$ cat src/design/des_pkg.sv
// Shared constants, types and helper functions of the double exponential smoother.
`default_nettype none

package des_pkg;

    // Sample format: two's complement Q2.22 by default.
    localparam int SAMPLE_WIDTH  = 24;
    localparam int FRACTION_BITS = 22;

    // Smoothing constants are unsigned and hold values from zero up to one.
    localparam int CONST_WIDTH = FRACTION_BITS + 1;

    // Multiplier operands: an unsigned factor and a signed value one bit wider than a sample.
    localparam int MUL_B_WIDTH = SAMPLE_WIDTH + 1;
    localparam int PROD_WIDTH  = (CONST_WIDTH + 1) + MUL_B_WIDTH;

    // Width of the sum of two truncated products before saturation.
    localparam int SUM_WIDTH = SAMPLE_WIDTH + 2;

    localparam logic [CONST_WIDTH-1:0] ONE_C = CONST_WIDTH'(longint'(1) << FRACTION_BITS);
    localparam logic signed [SAMPLE_WIDTH-1:0] ONE_S =
        SAMPLE_WIDTH'(longint'(1) << FRACTION_BITS);

    localparam logic signed [SUM_WIDTH-1:0] SAT_MAX =
        SUM_WIDTH'((longint'(1) << (SAMPLE_WIDTH - 1)) - longint'(1));
    localparam logic signed [SUM_WIDTH-1:0] SAT_MIN =
        SUM_WIDTH'(-(longint'(1) << (SAMPLE_WIDTH - 1)));

    // Reset values: 0.15 and 0.3, rounded to the nearest code.
    localparam longint ALPHA_RESET_L = ((longint'(15) << FRACTION_BITS) + 50) / 100;
    localparam longint GAMMA_RESET_L = ((longint'(30) << FRACTION_BITS) + 50) / 100;
    localparam logic [CONST_WIDTH-1:0] ALPHA_RESET = CONST_WIDTH'(ALPHA_RESET_L);
    localparam logic [CONST_WIDTH-1:0] GAMMA_RESET = CONST_WIDTH'(GAMMA_RESET_L);

    // Configuration register indexes.
    localparam int CFG_IDX_WIDTH = 3;
    localparam logic [CFG_IDX_WIDTH-1:0] REG_ALPHA_CONST  = CFG_IDX_WIDTH'(0);
    localparam logic [CFG_IDX_WIDTH-1:0] REG_GAMMA_CONST  = CFG_IDX_WIDTH'(1);
    localparam logic [CFG_IDX_WIDTH-1:0] REG_ALPHA_STREAM = CFG_IDX_WIDTH'(2);
    localparam logic [CFG_IDX_WIDTH-1:0] REG_GAMMA_STREAM = CFG_IDX_WIDTH'(3);

    // Datapath steps, one per clock cycle while a request runs; the finish step may wait.
    typedef enum logic [3:0] {
        ST_NONE,
        ST_SQ_A,
        ST_SQ_G,
        ST_FO_A,
        ST_FO_G,
        ST_AX,
        ST_BLEND,
        ST_TREND_OLD,
        ST_LEVEL,
        ST_TREND_NEW,
        ST_FINISH
    } t_step;

    typedef struct packed {
        logic  load;
        t_step step;
    } t_cmd;

    // Clip a signed stream factor to the range zero to one.
    function automatic logic [CONST_WIDTH-1:0] clip_unit(
        input logic signed [SAMPLE_WIDTH-1:0] r
    );
        logic [CONST_WIDTH-1:0] res;
        if (r < 0) begin
            res = '0;
        end else if (r > ONE_S) begin
            res = ONE_C;
        end else begin
            res = r[CONST_WIDTH-1:0];
        end
        return res;
    endfunction

    // Clip an unsigned register factor to at most one.
    function automatic logic [CONST_WIDTH-1:0] clip_const(input logic [CONST_WIDTH-1:0] c);
        return (c > ONE_C) ? ONE_C : c;
    endfunction

    // Saturate a sum to the sample range.
    function automatic logic signed [SAMPLE_WIDTH-1:0] sat(
        input logic signed [SUM_WIDTH-1:0] v
    );
        logic signed [SAMPLE_WIDTH-1:0] res;
        if (v > SAT_MAX) begin
            res = SAT_MAX[SAMPLE_WIDTH-1:0];
        end else if (v < SAT_MIN) begin
            res = SAT_MIN[SAMPLE_WIDTH-1:0];
        end else begin
            res = v[SAMPLE_WIDTH-1:0];
        end
        return res;
    endfunction

endpackage

`default_nettype wire

$ cat src/design/des_ctrl.sv
// Controller of the double exponential smoother: sequences the datapath steps.
`default_nettype none

module des_ctrl
    import des_pkg::*;
(
    input  wire  i_clk,
    input  wire  i_rst_n,
    input  wire  i_in_valid,
    output logic o_in_ready,
    output logic o_out_valid,
    input  wire  i_out_ready,
    output t_cmd o_cmd
);

    typedef enum logic {
        S_IDLE,
        S_RUN
    } t_state;

    t_state r_state;
    t_step  r_step;
    logic   r_out_valid;
    logic   s_slot_free;

    function automatic t_step next_step(input t_step s);
        t_step n;
        case (s)
            ST_SQ_A:      n = ST_SQ_G;
            ST_SQ_G:      n = ST_FO_A;
            ST_FO_A:      n = ST_FO_G;
            ST_FO_G:      n = ST_AX;
            ST_AX:        n = ST_BLEND;
            ST_BLEND:     n = ST_TREND_OLD;
            ST_TREND_OLD: n = ST_LEVEL;
            ST_LEVEL:     n = ST_TREND_NEW;
            ST_TREND_NEW: n = ST_FINISH;
            default:      n = ST_NONE;
        endcase
        return n;
    endfunction

    // The last step may only run once the previous result has left.
    assign s_slot_free = !r_out_valid || i_out_ready;

    assign o_in_ready  = (r_state == S_IDLE);
    assign o_out_valid = r_out_valid;

    always_comb begin
        o_cmd.load = (r_state == S_IDLE) && i_in_valid;
        if (r_state == S_RUN && (r_step != ST_FINISH || s_slot_free)) begin
            o_cmd.step = r_step;
        end else begin
            o_cmd.step = ST_NONE;
        end
    end

    always_ff @(posedge i_clk) begin
        if (!i_rst_n) begin
            r_state     <= S_IDLE;
            r_step      <= ST_NONE;
            r_out_valid <= 1'b0;
        end else begin
            // A finishing request refills the output in the cycle the old result leaves.
            if (r_state == S_RUN && r_step == ST_FINISH && s_slot_free) begin
                r_out_valid <= 1'b1;
            end else if (r_out_valid && i_out_ready) begin
                r_out_valid <= 1'b0;
            end
            case (r_state)
                S_IDLE: begin
                    if (i_in_valid) begin
                        r_state <= S_RUN;
                        r_step  <= ST_SQ_A;
                    end
                end
                S_RUN: begin
                    if (r_step == ST_FINISH) begin
                        if (s_slot_free) begin
                            r_state <= S_IDLE;
                            r_step  <= ST_NONE;
                        end
                    end else begin
                        r_step <= next_step(r_step);
                    end
                end
                default: begin
                    r_state <= S_IDLE;
                    r_step  <= ST_NONE;
                end
            endcase
        end
    end

endmodule

`default_nettype wire

$ cat src/design/des_dp.sv
// Datapath of the double exponential smoother: one shared multiplier and the state.
`default_nettype none

module des_dp
    import des_pkg::*;
(
    input  wire                             i_clk,
    input  wire                             i_rst_n,
    input  t_cmd                            i_cmd,
    input  wire                             i_cfg_we,
    input  wire  [CFG_IDX_WIDTH-1:0]        i_cfg_idx,
    input  wire  [CONST_WIDTH-1:0]          i_cfg_data,
    input  wire  signed [SAMPLE_WIDTH-1:0]  i_sample,
    input  wire  signed [SAMPLE_WIDTH-1:0]  i_alpha_in,
    input  wire  signed [SAMPLE_WIDTH-1:0]  i_gamma_in,
    output logic signed [SAMPLE_WIDTH-1:0]  o_smoothed,
    output logic signed [SAMPLE_WIDTH-1:0]  o_trend
);

    localparam int ZPAD = MUL_B_WIDTH - CONST_WIDTH;

    // Configuration.
    logic [CONST_WIDTH-1:0] r_alpha_const;
    logic [CONST_WIDTH-1:0] r_gamma_const;
    logic                   r_alpha_stream;
    logic                   r_gamma_stream;

    // Working registers. The factor registers hold r, then r squared, then r to the fourth.
    logic        [CONST_WIDTH-1:0]   r_fa;
    logic        [CONST_WIDTH-1:0]   r_fg;
    logic signed [SAMPLE_WIDTH-1:0]  r_x;
    logic signed [PROD_WIDTH-1:0]    r_prod;
    logic signed [MUL_B_WIDTH-1:0]   r_p1;
    logic signed [MUL_B_WIDTH-1:0]   r_p2;
    logic signed [MUL_B_WIDTH-1:0]   r_p4;
    logic signed [SAMPLE_WIDTH-1:0]  r_lvl;

    // Kept state, which is also the result.
    logic signed [SAMPLE_WIDTH-1:0]  r_level;
    logic signed [SAMPLE_WIDTH-1:0]  r_trend;

    logic        [CONST_WIDTH-1:0]   s_ma;
    logic signed [MUL_B_WIDTH-1:0]   s_mb;
    logic                            s_mul_en;
    logic signed [PROD_WIDTH-1:0]    s_prod;
    logic signed [MUL_B_WIDTH-1:0]   s_shr;
    logic signed [SUM_WIDTH-1:0]     s_lvl_sum;
    logic signed [SUM_WIDTH-1:0]     s_trd_sum;

    // Truncated product: the arithmetic shift drops the fraction bits (floor).
    assign s_shr  = r_prod[FRACTION_BITS +: MUL_B_WIDTH];
    assign s_prod = $signed({1'b0, s_ma}) * s_mb;

    assign s_lvl_sum = {r_p1[MUL_B_WIDTH-1], r_p1} + {r_p2[MUL_B_WIDTH-1], r_p2};
    assign s_trd_sum = {r_p4[MUL_B_WIDTH-1], r_p4} + {s_shr[MUL_B_WIDTH-1], s_shr};

    always_comb begin
        s_ma     = r_fa;
        s_mb     = $signed({{ZPAD{1'b0}}, r_fa});
        s_mul_en = 1'b1;
        case (i_cmd.step)
            ST_SQ_A, ST_FO_A: begin
                s_ma = r_fa;
                s_mb = $signed({{ZPAD{1'b0}}, r_fa});
            end
            ST_SQ_G, ST_FO_G: begin
                s_ma = r_fg;
                s_mb = $signed({{ZPAD{1'b0}}, r_fg});
            end
            ST_AX: begin
                s_ma = r_fa;
                s_mb = {r_x[SAMPLE_WIDTH-1], r_x};
            end
            ST_BLEND: begin
                s_ma = ONE_C - r_fa;
                s_mb = {r_level[SAMPLE_WIDTH-1], r_level} + {r_trend[SAMPLE_WIDTH-1], r_trend};
            end
            ST_TREND_OLD: begin
                s_ma = ONE_C - r_fg;
                s_mb = {r_trend[SAMPLE_WIDTH-1], r_trend};
            end
            ST_TREND_NEW: begin
                s_ma = r_fg;
                s_mb = {r_lvl[SAMPLE_WIDTH-1], r_lvl} - {r_level[SAMPLE_WIDTH-1], r_level};
            end
            default: begin
                s_mul_en = 1'b0;
            end
        endcase
    end

    // Configuration writes; unknown indexes are ignored.
    always_ff @(posedge i_clk) begin
        if (!i_rst_n) begin
            r_alpha_const  <= ALPHA_RESET;
            r_gamma_const  <= GAMMA_RESET;
            r_alpha_stream <= 1'b0;
            r_gamma_stream <= 1'b0;
        end else if (i_cfg_we) begin
            case (i_cfg_idx)
                REG_ALPHA_CONST:  r_alpha_const  <= i_cfg_data;
                REG_GAMMA_CONST:  r_gamma_const  <= i_cfg_data;
                REG_ALPHA_STREAM: r_alpha_stream <= i_cfg_data[0];
                REG_GAMMA_STREAM: r_gamma_stream <= i_cfg_data[0];
                default: begin
                end
            endcase
        end
    end

    // Smoothing state.
    always_ff @(posedge i_clk) begin
        if (!i_rst_n) begin
            r_level <= '0;
            r_trend <= '0;
        end else if (i_cmd.step == ST_FINISH) begin
            r_level <= r_lvl;
            r_trend <= sat(s_trd_sum);
        end
    end

    // Working registers; each product is collected in the step after the one that made it.
    always_ff @(posedge i_clk) begin
        if (s_mul_en) begin
            r_prod <= s_prod;
        end
        if (i_cmd.load) begin
            r_fa <= r_alpha_stream ? clip_unit(i_alpha_in) : clip_const(r_alpha_const);
            r_fg <= r_gamma_stream ? clip_unit(i_gamma_in) : clip_const(r_gamma_const);
            r_x  <= i_sample;
        end
        case (i_cmd.step)
            ST_SQ_G:      r_fa  <= s_shr[CONST_WIDTH-1:0];
            ST_FO_A:      r_fg  <= s_shr[CONST_WIDTH-1:0];
            ST_FO_G:      r_fa  <= s_shr[CONST_WIDTH-1:0];
            ST_AX:        r_fg  <= s_shr[CONST_WIDTH-1:0];
            ST_BLEND:     r_p1  <= s_shr;
            ST_TREND_OLD: r_p2  <= s_shr;
            ST_LEVEL: begin
                r_lvl <= sat(s_lvl_sum);
                r_p4  <= s_shr;
            end
            default: begin
            end
        endcase
    end

    assign o_smoothed = r_level;
    assign o_trend    = r_trend;

endmodule

`default_nettype wire

$ cat src/design/double_exponential_smoother.sv
// Top level of the double exponential smoother: controller, datapath and checks.
//
// Holt double exponential smoothing of a stream of signed Q2.22 samples.
// Each input request carries a sample and optional per-sample alpha and gamma
// factors; each one produces exactly one output request with the new level
// (o_smoothed) and the new trend (o_trend). Both channels use valid/ready.
// The configuration port is a plain write port: a register is written on any
// clock edge with i_cfg_we high. Index 0 is alpha_const, 1 gamma_const,
// 2 alpha_from_stream, 3 gamma_from_stream; other indexes are ignored.
// A new request is taken only while idle, after the previous one has left its
// finish step. The update runs in ten steps, one step a cycle except while the
// finish step waits: two for each fourth power and four for the blend and
// the trend share one multiplier, plus a saturation step and a finish step.
// The output registers hold the result until it is taken. If the receiver
// stalls, the next request is still accepted and worked on, and it waits in
// its finish step until the previous result is taken.
// Synchronous reset clears level and trend to zero and restores the register
// reset values (alpha 0.15, gamma 0.3, both factors from the registers).
`default_nettype none

module double_exponential_smoother
    import des_pkg::*;
(
    input  wire                             i_clk,
    input  wire                             i_rst_n,
    input  wire                             i_in_valid,
    output logic                            o_in_ready,
    input  wire  signed [SAMPLE_WIDTH-1:0]  i_sample,
    input  wire  signed [SAMPLE_WIDTH-1:0]  i_alpha_in,
    input  wire  signed [SAMPLE_WIDTH-1:0]  i_gamma_in,
    output logic                            o_out_valid,
    input  wire                             i_out_ready,
    output logic signed [SAMPLE_WIDTH-1:0]  o_smoothed,
    output logic signed [SAMPLE_WIDTH-1:0]  o_trend,
    input  wire                             i_cfg_we,
    input  wire  [CFG_IDX_WIDTH-1:0]        i_cfg_idx,
    input  wire  [CONST_WIDTH-1:0]          i_cfg_data
);

    t_cmd s_cmd;

    des_ctrl u_ctrl (
        .i_clk       (i_clk),
        .i_rst_n     (i_rst_n),
        .i_in_valid  (i_in_valid),
        .o_in_ready  (o_in_ready),
        .o_out_valid (o_out_valid),
        .i_out_ready (i_out_ready),
        .o_cmd       (s_cmd)
    );

    des_dp u_dp (
        .i_clk      (i_clk),
        .i_rst_n    (i_rst_n),
        .i_cmd      (s_cmd),
        .i_cfg_we   (i_cfg_we),
        .i_cfg_idx  (i_cfg_idx),
        .i_cfg_data (i_cfg_data),
        .i_sample   (i_sample),
        .i_alpha_in (i_alpha_in),
        .i_gamma_in (i_gamma_in),
        .o_smoothed (o_smoothed),
        .o_trend    (o_trend)
    );

    // A new request is never loaded while a step of the previous one runs.
    assert property (@(posedge i_clk) disable iff (!i_rst_n)
        s_cmd.load |-> (s_cmd.step == ST_NONE))
        else $error("request loaded while the datapath is busy");

    // A result only appears after the finish step has updated the state.
    assert property (@(posedge i_clk) disable iff (!i_rst_n)
        $rose(o_out_valid) |-> $past(s_cmd.step == ST_FINISH))
        else $error("result valid without a finish step");

    // After a request is taken the block is busy on the next cycle.
    assert property (@(posedge i_clk) disable iff (!i_rst_n)
        (i_in_valid && o_in_ready) |=> !o_in_ready)
        else $error("ready stayed high after a request was taken");

endmodule

`default_nettype wire
$ cat config.mk
export PLATFORM = sky130hd
export DESIGN_NAME = double_exponential_smoother
export DESIGN_NICKNAME = d
export VERILOG_FILES = /design/src/design/des_pkg.sv /design/src/design/des_ctrl.sv /design/src/design/des_dp.sv /design/src/design/double_exponential_smoother.sv
export SDC_FILE = /design/constraint.sdc
export NUM_CORES = 2
export LEC_CHECK = 0
export BUFFER_PORTS_ARGS = -buffer_cell sky130_fd_sc_hd__buf_2
export CAP_MARGIN = 20
export CORE_MARGIN = 4
export CORE_UTILIZATION = 40
export CTS_BUF_LIST = sky130_fd_sc_hd__clkbuf_16
export DETAILED_ROUTE_END_ITERATION = 7
export GPL_ROUTABILITY_DRIVEN = 0
export GPL_TIMING_DRIVEN = 0
export PLACE_DENSITY_LB_ADDON = 0.15
export SLEW_MARGIN = 0
export SYNTH_ARGS = -nofsm -noshare
export SYNTH_HDL_FRONTEND = slang
export SYNTH_HIERARCHICAL = 1
export SYNTH_SLANG_ARGS = --single-unit
$ cat constraint.sdc
create_clock -name i_clk -period 15.2 [get_ports i_clk]
set_clock_uncertainty 0.2 [all_clocks]
set_input_delay 1.52 -clock i_clk [delete_from_list [all_inputs] [get_ports i_clk]]
set_output_delay 1.52 -clock i_clk [all_outputs]
set_load 0.02 [all_outputs]
# == Word level (Yosys, flattened, before mapping) ==
# Memory sizes are Yosys's and may differ from the RTL's. A register that Yosys moved wholly into a read port is not among the register bits.
# Cells that the tools add are included.
# totals
out_inout_bits,50
latchBits,0
wordCells,105
register_bits,318
input_bits,103
ramBits,0
n_memories,1
mem_bits_ro,64
# op_classes
n_shift,0
mul,1
n_lt_le_gt_ge,10
addsub,6
div_mod_pow,0
bitwise,1
n_mux,31
reduce_logical,21
eq_ne,17
# memory_table
name,depth,word_bits,read_ports,rd_ports_with_merged_regs,wr,line,text
(no name shown),16,4,1,1,0,des_ctrl.sv:28,case (s)
# ops
op,count
$mux 23,12
$pmux 25 s5,1
$mux 24,3
$pmux 23 s3,1
$add 25x25->26,2
$gt 26x24->1 const B,2
$lt 26x24->1 const B,2
$gt 24x24->1 const B,2
$lt 24x1->1 const B,2
$mul 24x25->47,1
$gt 23x23->1 const B,2
$sub 23x23->23 const A,2
$add 24x24->25,1
$sub 24x24->25,1
$mux 4,6
$eq 4x3->1 const B,4
$eq 4x4->1 const B,4
$reduce_and 2->1,5
$eq 4x2->1 const B,2
$pmux 4 s2,1
$reduce_or 8->1,1
$eq 3x2->1 const B,2
$mux 1,6
$reduce_bool 2->1,3
13 further kinds,19

# == Longest topological paths before layout ==
# depth
word_depth,9
depth_mapped,43
mapped_depth_nobuf,38

# == Cells and area by module ==
# The synthesis kept the hierarchy.
# modules_own_cells
mod,cells_each,seq_area_each_um2,instances,area_each_um2
des_dp,4121,7747.4,1,37826.3
des_ctrl,65,200.2,1,616.8

# == Worst setup path after synthesis ==
# No wires, ideal clock.
# synth_timing
path_type,input port to flip-flop
startpoint,input i_out_ready
endpoint,"register u_dp.r_prod[45], data pin"
stages,38
n_path_buf,6
arrival_ps,10578
setup_slack_ps,4162
setup_time_ps,260
required_time_ps,14740
path_cell_list,nor2b_1 -> nand2_1 -> and3_1 -> buf_6 -> nand4b_2 -> buf_2 -> buf_2 -> clkbuf_1 -> clkbuf_1 -> mux2i_1 -> ha_1 -> o221a_2 -> nand2_1 -> a222oi_1 -> clkbuf_1 -> nor2_1 -> fa_1 -> inv_1 -> [... 2 more ...] -> fa_1 -> fa_1 -> fa_1 -> fa_1 -> inv_1 -> fa_1 -> inv_1 -> ha_1 -> nand4_1 -> nor3_1 -> a22oi_1 -> a31o_2 -> nor4_4 -> o311ai_1 -> a21bo_1 -> a311oi_2 -> nor3_1 -> xnor2_1
# synth_lines
element,line,text
from (decl),double_exponential_smoother.sv:32,"input wire i_out_ready,"
to (signal assigned),des_dp.sv:125,r_prod <= s_prod;
to (decl),des_dp.sv:32,logic signed [PROD_WIDTH-1:0] r_prod;

==> flow_summary.toml <==
[floorplan]
die_h_um = 318
num_rows = 113
die_x_um = 318
coreArea_mm2 = 0.0952
initial_core_util = 0.404
fp.dieArea_mm2 = 0.101
io_pins = 153

[global_routing]
grt_pass1_wl_um = 209000
antenna_found_initial = 3
grt_usage = 0.275
grt_max_degree = 35
overflow = 0
grt_pass1_vias = 31700

[yosys]
ys.flop_type = "edfxtp_1"
synth_edf_count = 194
synthesis.area_mm2 = 0.0384
synthArstFlopShare = 0
mappedNetlistNets = 5109
ys_seq_area_frac = 0.207
yosysMostFrequentCell = "inv_1"
synth_top_area_cell = "fa_1"
yosys-top-cells-count = "inv_1 (717), fa_1 (591), nand2_1 (588)"
yosysTopAreaCellShare = 0.308
synthCells = 4186
synth_area_leaders = "fa_1 (31%), edfxtp_1 (15%), ha_1 (7.5%)"
syn_avg_cell_area_um2 = 9.18
ys_ff_latch = 300
synth_cell_types = 105
yosysWarnings = 6

[route]
avgViaCountPerCell = 5.64
vias = 32000
post-route-drc-count = 0
drt_wl_total_um = 141000
firstDrtPassIters = 6
final_antenna_net_count = 0
routedWlPerCell_um = 24.8
drt_iter0_markers = 3511

[setup_path]
worstSetupPathType = "primary input to flip-flop"
critical_path_required_ns = 15.34
endpoint_kind = "flip-flop"
crit_path_max_fanout = 10
startpoint_type = "primary input"
r2r-start = "u_ctrl/r_step[0]"
cp_slowest_cell = "a21oi_1"
crit_top_cell = "fa_1"
cpPeakStageDelay_ns = 0.84
cp-startpoint = "i_out_ready"
cp.arrival_ns = 14.13

[clock_tree]
postCtsSetupBuffers = 0
root_buffer = "clkbuf_16"
insertion_delay_ns = 0.60
postCtsHoldBufs = 0
cts_resized = 0
clock-sinks = 300
clkTransAtPathRegs_ns = 0.06
ctsLongestPathBuffers = 3
htreeDepth = 1
cts_tree = "done"
numCtsBuffers = 31

[timing]
fin_ws_ns = 1.20
hold_slack_ns = 0.286
finalHoldViolCount = 0
period_needed_ns = 14.00
worst_pin_slew_ns = 1.36
fin_tns_setup_ns = 0
fmax_mhz = 71.4
maxSlewHeadroom = 0.0949
slew_violations = 0
period_share = 0.921
finalSetupViolations = 0
rsz0062_at_grt = "no"

[place]
numPortBuffers = 152
dp_hpwl_um = 117000
pre_cts_ws_ns = 0.755

[job]
maxCapViolations = 0

[worst_hold_path]
hold_class = "flip-flop to flip-flop"
worstHoldStart = "u_dp/r_alpha_const[21]"

[final_layout]
layout-drive-gt1-share = 0.0635
synthToLayoutAreaGrowth_pct = 9.28
final_nets = 5311
fill_cells = 9479

[outcome]
outcome = "finished, final reports clean"
[final cells by class]
class	instances	area (um^2)	share of cell area
inverters	720	2700	0.0643
plain buffers	180	724	0.0172
multi-input cells	2986	27100	0.645
repair buffers	169	952	0.0227
clock inverters	25	191	0.00456
well taps	1265	1580	0.0377
flip-flops and latches	300	7950	0.189
diodes	1	2.50	0.0000596
clock buffers	32	801	0.0191
[metrics by stage]
| step | instance area, um^2 | cells | utilization |
|---|---|---|---|
| 2_1_floorplan | 38400 | 4186 | - |
| 3_3_place_gp | 40800 | 5603 | 0.429 |
| 3_5_place_dp | 41000 | 5619 | 0.431 |
| 4_1_cts | 42000 | 5676 | 0.441 |
| 5_1_grt | 42000 | 5677 | 0.441 |
| 6_report | 42000 | 5678 | 0.441 |
[layout by cell type (no fill, tap or decap), drive strengths merged, types with 10 or more instances in the layout]
master,count
a211oi,15
a21boi,59
a21o,56
a21oi,167
a221o,36
a221oi,42
a22oi,28
a31oi,20
and2,65
and3,17
buf,192
clkbuf,189
clkinv,16
dfxtp,106
edfxtp,194
fa,591
ha,229
inv,726
mux2i,25
nand2,588
nand2b,52
nand3,52
nand4,24
nor2,252
nor2b,88
nor3,51
nor3b,11
nor4,27
o211ai,11
o21a,32
o21ai,142
o21bai,26
or2,10
or3,16
or4,14
xnor2,73
xor2,44
[logic make-up (layout without fill, tap and decap cells)]
group / count (synthesis) / count (layout) / share of synthesized area
compound gates: 736 / 736 / 0.133
xor+xnor: 117 / 117 / 0.0269
fa+ha+maj: 821 / 821 / 0.383
buf+inv: 900 / 1126 / 0.0891
flops: 300 / 300 / 0.207
mux: 28 / 28 / 0.00739
other cells: 0 / 1 / 0
simple gates: 1284 / 1284 / 0.154
[per-layer routing]
metal,GRT usage,wire (um)
met5,0,0
met4,0.0802,5070
met3,0.0539,13800
met2,0.421,61600
met1,0.396,60200
[worst paths after layout]
path	end	slack (ns)	depth (start not counted)
worst min-delay path	u_dp/r_alpha_const[21]	0.29	2
worst max-delay path	u_dp/r_prod[45]	1.20	40
worst min register to register	u_dp/r_alpha_const[21]	0.29	2
worst max register to register	u_dp/r_prod[45]	1.60	39
[state kept, by name, indices dropped and copies added (netlist names), 4 cells and up, named ones only]
name / cells
u_ctrl/r_step: 4
u_dp/o_smoothed: 24
u_dp/o_trend: 24
u_dp/r_alpha_const: 23
u_dp/r_fa: 23
u_dp/r_fg: 23
u_dp/r_gamma_const: 23
u_dp/r_lvl: 24
u_dp/r_p1: 25
u_dp/r_p2: 25
u_dp/r_p4: 25
u_dp/r_prod: 25
u_dp/r_x: 24
[critical path: cells and delay by family]
| family | cells | cell delay [ns] |
|---|---|---|
| and+or+nand+nor | 8 | 1.58 |
| xor gates and xnor gates | 1 | 0.15 |
| muxes | 1 | 0.16 |
| buffers and inverters | 12 | 2.81 |
| AOI/OAI and AO/OA | 9 | 3.57 |
| adders and majority gates | 9 | 4.30 |
Power is left out: the tool's default activity adds up to more than one toggle a clock period on the data nets, which glitch-free logic cannot reach.
